$ cat src/hdl/assert_macros.svh
// Assertion helpers used by the top-level RTL file.
`ifndef ASSERT_MACROS_SVH
`define ASSERT_MACROS_SVH

// Same-cycle implication, checked outside reset.
`define VTA_ASSERT_IMPL(lbl, ante, cons) \
  lbl: assert property (@(posedge clk) disable iff (!rst_n) (ante) |-> (cons)) \
    else $error("assertion failed");

// Next-cycle implication, checked outside reset.
`define VTA_ASSERT_NEXT(lbl, ante, cons) \
  lbl: assert property (@(posedge clk) disable iff (!rst_n) (ante) |=> (cons)) \
    else $error("assertion failed");

`endif

$ cat src/hdl/vta_pkg.sv
package vta_pkg;

  typedef struct packed {
    logic busy;
    logic done;
  } div_stat_t;

endpackage

$ cat src/hdl/vta_div.sv
module vta_div
  import vta_pkg::*;
#(
  parameter int NW = 73,
  parameter int DW = 32
) (
  input  logic          clk,
  input  logic          rst_n,
  input  logic          start,
  input  logic [NW-1:0] dividend,
  input  logic [DW-1:0] divisor,
  output logic [NW-1:0] quotient,
  output div_stat_t     stat
);

  localparam int CNTW = $clog2(NW + 1);

  logic [NW-1:0]   quo_r;
  logic [DW-1:0]   rem_r;
  logic [DW-1:0]   den_r;
  logic [CNTW-1:0] cnt_r;
  logic            busy_r;
  logic            done_r;
  logic [DW:0]     rem_sh;
  logic [DW:0]     rem_sub;
  logic            ge;

  assign rem_sh  = {rem_r, quo_r[NW-1]};
  assign ge      = rem_sh >= {1'b0, den_r};
  assign rem_sub = ge ? (rem_sh - {1'b0, den_r}) : rem_sh;

  always_ff @(posedge clk) begin
    if (!rst_n) begin
      busy_r <= 1'b0;
      done_r <= 1'b0;
      cnt_r  <= '0;
    end else begin
      done_r <= 1'b0;
      if (start) begin
        busy_r <= 1'b1;
        cnt_r  <= CNTW'(NW);
      end else if (busy_r) begin
        cnt_r <= cnt_r - 1'b1;
        if (cnt_r == CNTW'(1)) begin
          busy_r <= 1'b0;
          done_r <= 1'b1;
        end
      end
    end
  end

  always_ff @(posedge clk) begin
    if (start) begin
      quo_r <= dividend;
      den_r <= divisor;
      rem_r <= '0;
    end else if (busy_r) begin
      quo_r <= {quo_r[NW-2:0], ge};
      rem_r <= rem_sub[DW-1:0];
    end
  end

  assign quotient  = quo_r;
  assign stat.busy = busy_r;
  assign stat.done = done_r;

endmodule

$ cat config.mk
export PLATFORM = sky130hd
export DESIGN_NAME = vta_div
export DESIGN_NICKNAME = d
export VERILOG_FILES = /design/src/hdl/assert_macros.svh /design/src/hdl/vta_pkg.sv /design/src/hdl/vta_div.sv
export SDC_FILE = /design/constraint.sdc
export NUM_CORES = 1
export LEC_CHECK = 0
export ABC_CLOCK_PERIOD_IN_PS = 2800
export BUFFER_PORTS_ARGS = -buffer_cell sky130_fd_sc_hd__buf_2
export CORE_MARGIN = 5
export CORE_UTILIZATION = 55
export CTS_BUF_LIST = sky130_fd_sc_hd__clkbuf_16
export DETAILED_ROUTE_END_ITERATION = 8
export PLACE_DENSITY = 0.77
export SLEW_MARGIN = 20
export SYNTH_ARGS = -nofsm -noshare
export SYNTH_HDL_FRONTEND = slang
export SYNTH_SLANG_ARGS = --single-unit
$ cat constraint.sdc
create_clock -name clk -period 2.8 [get_ports clk]
set_input_delay 0.14 -clock clk [delete_from_list [all_inputs] [get_ports clk]]
set_output_delay 0.14 -clock clk [all_outputs]
set_load 0.02 [all_outputs]
-- Yosys cells after proc, flatten, opt, wreduce, memory -nomap -nowiden
Index checks and enable logic that the tools add are counted.
- word-level logic and storage cells: 25
- bits of input ports: 108
- output and inout port bits: 75
- register bits: 146
- bitwise operators: 2
- reductions and logical operators: 3
- add/sub/neg operators: 2
- muxes and demuxes: 9
- equal/unequal tests: 1
- $lt $le $gt $ge: 1
- operators by type and width (cell ; number):
    two-way mux 73 bit ; 2
    >= comparator 33 x 32 -> 1 bit ; 1
    two-way mux 32 bit ; 1
    subtractor 32 bit ; 1
    two-way mux 7 bit ; 2
    == test 7 x 1 -> 1 bit, second input constant ; 1
    subtractor 7 x 1 -> 7 bit, second input constant ; 1
    two-way mux 1 bit ; 4
    OR reduction 3 bit ; 1
    NOT 1 bit ; 2
    nonzero test 2 bit ; 1
    OR reduction 2 bit ; 1

-- Longest topological paths before layout
- word-level depth: 4
- gate-level depth with buffers: 12
- gate-level depth less buffers: 11

-- Worst setup path after synthesis
OpenSTA, ideal clock, no wires.
- kind: register to register
- start: register quo_r[72], in the netlist quotient[72]
- end: register rem_r[30]
- path buffers: 0
- setup slack: 0.238 ns
- setup time: 0.127 ns
- stages on the path, launching flop included: 12
- data arrival time: 2.435 ns
- period minus slack after synthesis: 2.562 ns
- required time: 2.673 ns
- cells stage by stage: edfxtp_1 inv_1 ha_1 fa_1 nand2b_1 a21oi_1 nor3_1 o311ai_1 a211oi_1 a211oi_1 xnor2_1 o211ai_1
- word-level cells in the longest chain between the ends: 2
- elaborated cells on any way between the ends: 3
- those cells by class: add/sub: 1; order compare: 1; mux: 1
- ends and longest elaborated chain (item ; line ; source):
    from (decl) ; vta_div.sv:18 ; logic [NW-1:0] quo_r;
    from (signal assigned) ; vta_div.sv:54 ; quo_r <= dividend;
    from (signal assigned) ; vta_div.sv:58 ; quo_r <= {quo_r[NW-2:0], ge};
    subtractor 32 bit or >= comparator 33 x 32 -> 1 bit (tied branches) ; vta_div.sv:30, vta_div.sv:29 ;
    two-way mux 32 bit (*) ; vta_div.sv:30 ; assign rem_sub = ge ? (rem_sh - {1'b0, den_r}) : rem_sh;
    to (signal assigned) ; vta_div.sv:59 ; rem_r <= rem_sub[DW-1:0];
    to (decl) ; vta_div.sv:19 ; logic [DW-1:0] rem_r;
Every way passes the cells marked *; elsewhere a longest branch is shown, timed or not.
A chain may end at the register's enable or synchronous reset.

-- Worst setup path after layout
- start: register den_r[1]
- end: register rem_r[26]
- word-level cells in the longest chain between the ends: 2
- elaborated cells on any way between the ends: 3
- those cells by class: add/sub: 1; order compare: 1; mux: 1
- ends and longest elaborated chain (item ; line ; source):
    from (decl) ; vta_div.sv:20 ; logic [DW-1:0] den_r;
    from (signal assigned) ; vta_div.sv:55 ; den_r <= divisor;
    subtractor 32 bit or >= comparator 33 x 32 -> 1 bit (tied branches) ; vta_div.sv:30, vta_div.sv:29 ;
    two-way mux 32 bit (*) ; vta_div.sv:30 ;
Marked as above.

==> metrics.md <==
| Metric | Value |
|---|---|
| CTS tree | `yes` |
| Vias/cell | `between 5 and 6` |
| PortBufs | `about 180` |
| Routed WL | `22400 um` |
| GR Overflow Total | `0` |
| Largest fanout on the critical path | `5` |
| Die H | `approximately 130 um` |
| DRC viols | `0` |
| Worst path slowest cell | `edfxtp_1` |
| Synth top area share | `0.392` |
| Vias in the first global route | `6905` |
| Core ar. | `~14000 um2` |
| Ys Warns | `0` |
| Critical Path Source Type | `flop` |
| Total power | `about 6.3 mW` |
| Final slew viol count | `0` |
| Area grow syn2layout | `30.8%` |
| Layout cells sized above 1 | `0.377` |
| Post-route cell area | `around 11000 um2` |
| Die area | `17200 um2` |
| Distinct cells, synth | `a little under 70` |
| Average cell area after synthesis | `about 11 um2` |
| Boundary Pins | `183` |
| Final ANT Viol Nets | `0` |
| Clock Skew | `0.0101 ns` |
| Total Routing Usage GR | `0.259` |
| Status | `finished, final reports clean` |
| EDFF count, synth | `about 110` |
| Max Freq | `between 300 and 400 MHz` |
| Final nets | `approximately 1100` |
| Synth top cells by count | `edfxtp_1, mux2_2, nor2_1, nand2_1, inv_1` |
| Initial DRC count | `approximately 550` |
| Endpoint class of the critical path | `flop` |
| RSZ-0062 raised after global routing | `yes` |
| Htree depth | `4` |
| Yosys reg bits | `around 150` |
| Fin crit period | `2.77 ns` |
| CTS buffer count | `17` |
| WS Path Type | `flop to flop` |
| Post-synthesis cell area | `slightly above 8000 um2` |
| P per Cell Area | `roughly 600 nW/um2` |
| Row count | `44` |
| Final design utilization | `0.730` |
| Worst Tran Pin Value | `~0.69 ns` |
| Root buf cell | `clkbuf_16` |
| Worst slew margin | `0.537` |
| Average wire per standard cell | `between 15 and 20 um` |
| Max Buffers Root-to-Sink | `2` |
| Max IR drop VDD | `about 550 uV` |
| Clk slew on worst S/H paths | `0.07 ns` |
| Endpoints failing setup | `0` |
| Critical Path AT | `around 3.1 ns` |
| Max-cap check violation count | `0` |
| Worst-skew pair later-pin latency | `roughly 0.43 ns` |
| Top cell type by total area after synthesis | `edfxtp_1` |
| First-pass GRT wire length | `between 30000 and 40000 um` |
| Area contributors post-synth | `edfxtp_1, mux2_2, dfxtp_1` |
| Tcrit/Tclk final | `0.991` |
| Die width | `between 100 and 150 um` |
| # clock sinks | `about 150` |
| Most frequent cell after synthesis | `edfxtp_1` |
| GPL Wtd Cong | `0.952` |
| FILL cells | `1029` |
| Pin count of the biggest net entering global routing | `74` |
| Mapped Nets | `about 900` |
| Crit path cell chain | `inv_1 > ha_1 > nor2b_2 > o21bai_2 > a211o_1 > and4_4 > nor3_4 > o21a_4 > buf_4 > o22ai_1 > a311oi_2` |
| Async set-reset flop share out of synthesis | `0` |
| Vias | `between 6000 and 7000` |
| Dpl cell area | `approximately 9400 um2` |
| Lkg Pwr | `about 4.5 nW` |
| DPL Wire Length | `~16000 um` |
| Initial antenna violation count | `1` |
| WP data required | `about 3.1 ns` |
| Ys flop type | `edfxtp_1` |
| Seq/Total Area, Yosys | `0.494` |
| Initial core utilization | `0.558` |
| Post-Synthesis Cells | `about 740` |
| Max incr delay on CP | `0.42 ns` |
| Worst hold-check path type | `primary input to flop` |
| Pre-antenna DRT Iters | `5` |
| Hold Vio Cnt, Final | `0` |
==> cells by family (layout without fill, tap and decap cells) <==
group,after synthesis,after routing,share of synthesized area
compound gates,167,168,0.147
xor+xnor,31,31,0.0337
fa+ha+maj,35,35,0.0553
buf+inv,92,352,0.0493
flops,146,146,0.494
mux,76,76,0.106
other cells,0,1,0
simple gates,191,191,0.115
==> placed cells by master, fill, tap and decap left out, types with 3 or more instances in the layout <==
cell type	netlist	final
xor2_1	13	13
o211ai_1	8	8
or2_2	3	3
a211oi_1	5	4
a31oi_1	6	6
clkinv_4	0	4
nor2_1	57	57
inv_1	46	46
nor3_1	9	8
a21o_1	16	16
edfxtp_1	105	105
nand3_1	25	25
inv_8	0	3
o221ai_1	5	4
ha_1	34	26
ha_4	0	6
o21ai_0	15	15
xnor2_1	18	18
dfxtp_1	41	41
o21ai_1	25	23
a32o_1	3	3
a311oi_1	18	18
buf_4	2	51
dlygate4sd3_1	0	38
mux2i_1	3	3
a21oi_1	30	29
nor4_1	6	6
clkbuf_16	0	17
o21a_1	6	6
buf_12	0	3
nand2_1	48	47
o21bai_1	4	3
nand4_1	13	13
mux2_2	73	73
inv_6	0	3
buf_2	11	181
or3_1	10	10
==> registers in the layout, summed over array words and instances, names as in the netlist <==
signal	flops
quotient	73
den_r	32
rem_r	32
cnt_r	7
busy_r	1
done_r	1
==> path summary, 6_finish.rpt <==
| kind | from | end | slack (ns) | depth (start not counted) |
|---|---|---|---|---|
| setup / recovery | den_r[1] | rem_r[26] | 0.03 | 11 |
| hold / removal | dividend[20] | quotient[20] | 0.01 | 2 |
| setup reg to reg | den_r[1] | rem_r[26] | 0.03 | 11 |
| hold reg to reg | rem_r[31] | rem_r[31] | 0.49 | 2 |
==> final cells by class <==
type	count	area, um2	area share
Timing Repair Buffer	274	1740	0.165
Tap cell	184	230	0.0219
Clock buffer	17	425	0.0404
Inverter	46	173	0.0164
Clock inverter	15	148	0.0140
Sequential cell	146	3970	0.377
Multi-Input combinational cell	501	3840	0.364
Antenna cell	1	2.50	0.000238
==> critical path: cells and delay by family, from the launching register on <==
kind,cells,cell delay (ns)
buffers and inverters,2,0.23
flip-flops,1,0.42
adder cells (fa/ha/maj),1,0.33
AO/OA/AOI/OAI,5,1.05
AND/OR/NAND/NOR,3,0.66
==> routing by layer <==
| metal | share of wire | up-vias | track usage |
|---|---|---|---|
| li1 | - | 3251 | - |
| met3 | 0.094 | 30 | 0.0951 |
| met1 | 0.39 | 3257 | 0.312 |
| met5 | 0.00031 | - | 0 |
| met2 | 0.51 | 307 | 0.439 |
| met4 | 0.014 | 2 | 0.0708 |
==> report_power, final <==
| group | total, mW | internal (mW) | switching [mW] |
|---|---|---|---|
| registers | 2.66 | 2.55 | 0.113 |
| logic | 1.46 | 0.648 | 0.812 |
| clock network | 2.22 | 1.25 | 0.978 |
==> per-stage QoR <==
| stage | setup TNS (ns) | hold WS, ns | instances | setup slack [ns] |
|---|---|---|---|---|
| after floorplan | 0 | 0.239 | 738 | 0.238 |
| after detailed placement | -0.549 | 0.318 | 1107 | -0.0895 |
| after global routing | -0.604 | 0.000853 | 1183 | -0.0378 |
| final | 0 | 0.00957 | 1184 | 0.0255 |
| after CTS | 0 | 0.000947 | 1177 | 0.00609 |
| after global placement | 0 | 0.316 | 1107 | 0.00335 |
==> repair_timing <==
action                                 CTS  global route
setup endpoints to repair               17            33
hold buffers                            35             3
endpoints found under the hold margin   37             3
gates cloned                             1             0
pin swaps                                1            12
setup buffers                            2             3
resized for setup                        2            27
(Power assumes the default switching activity.)
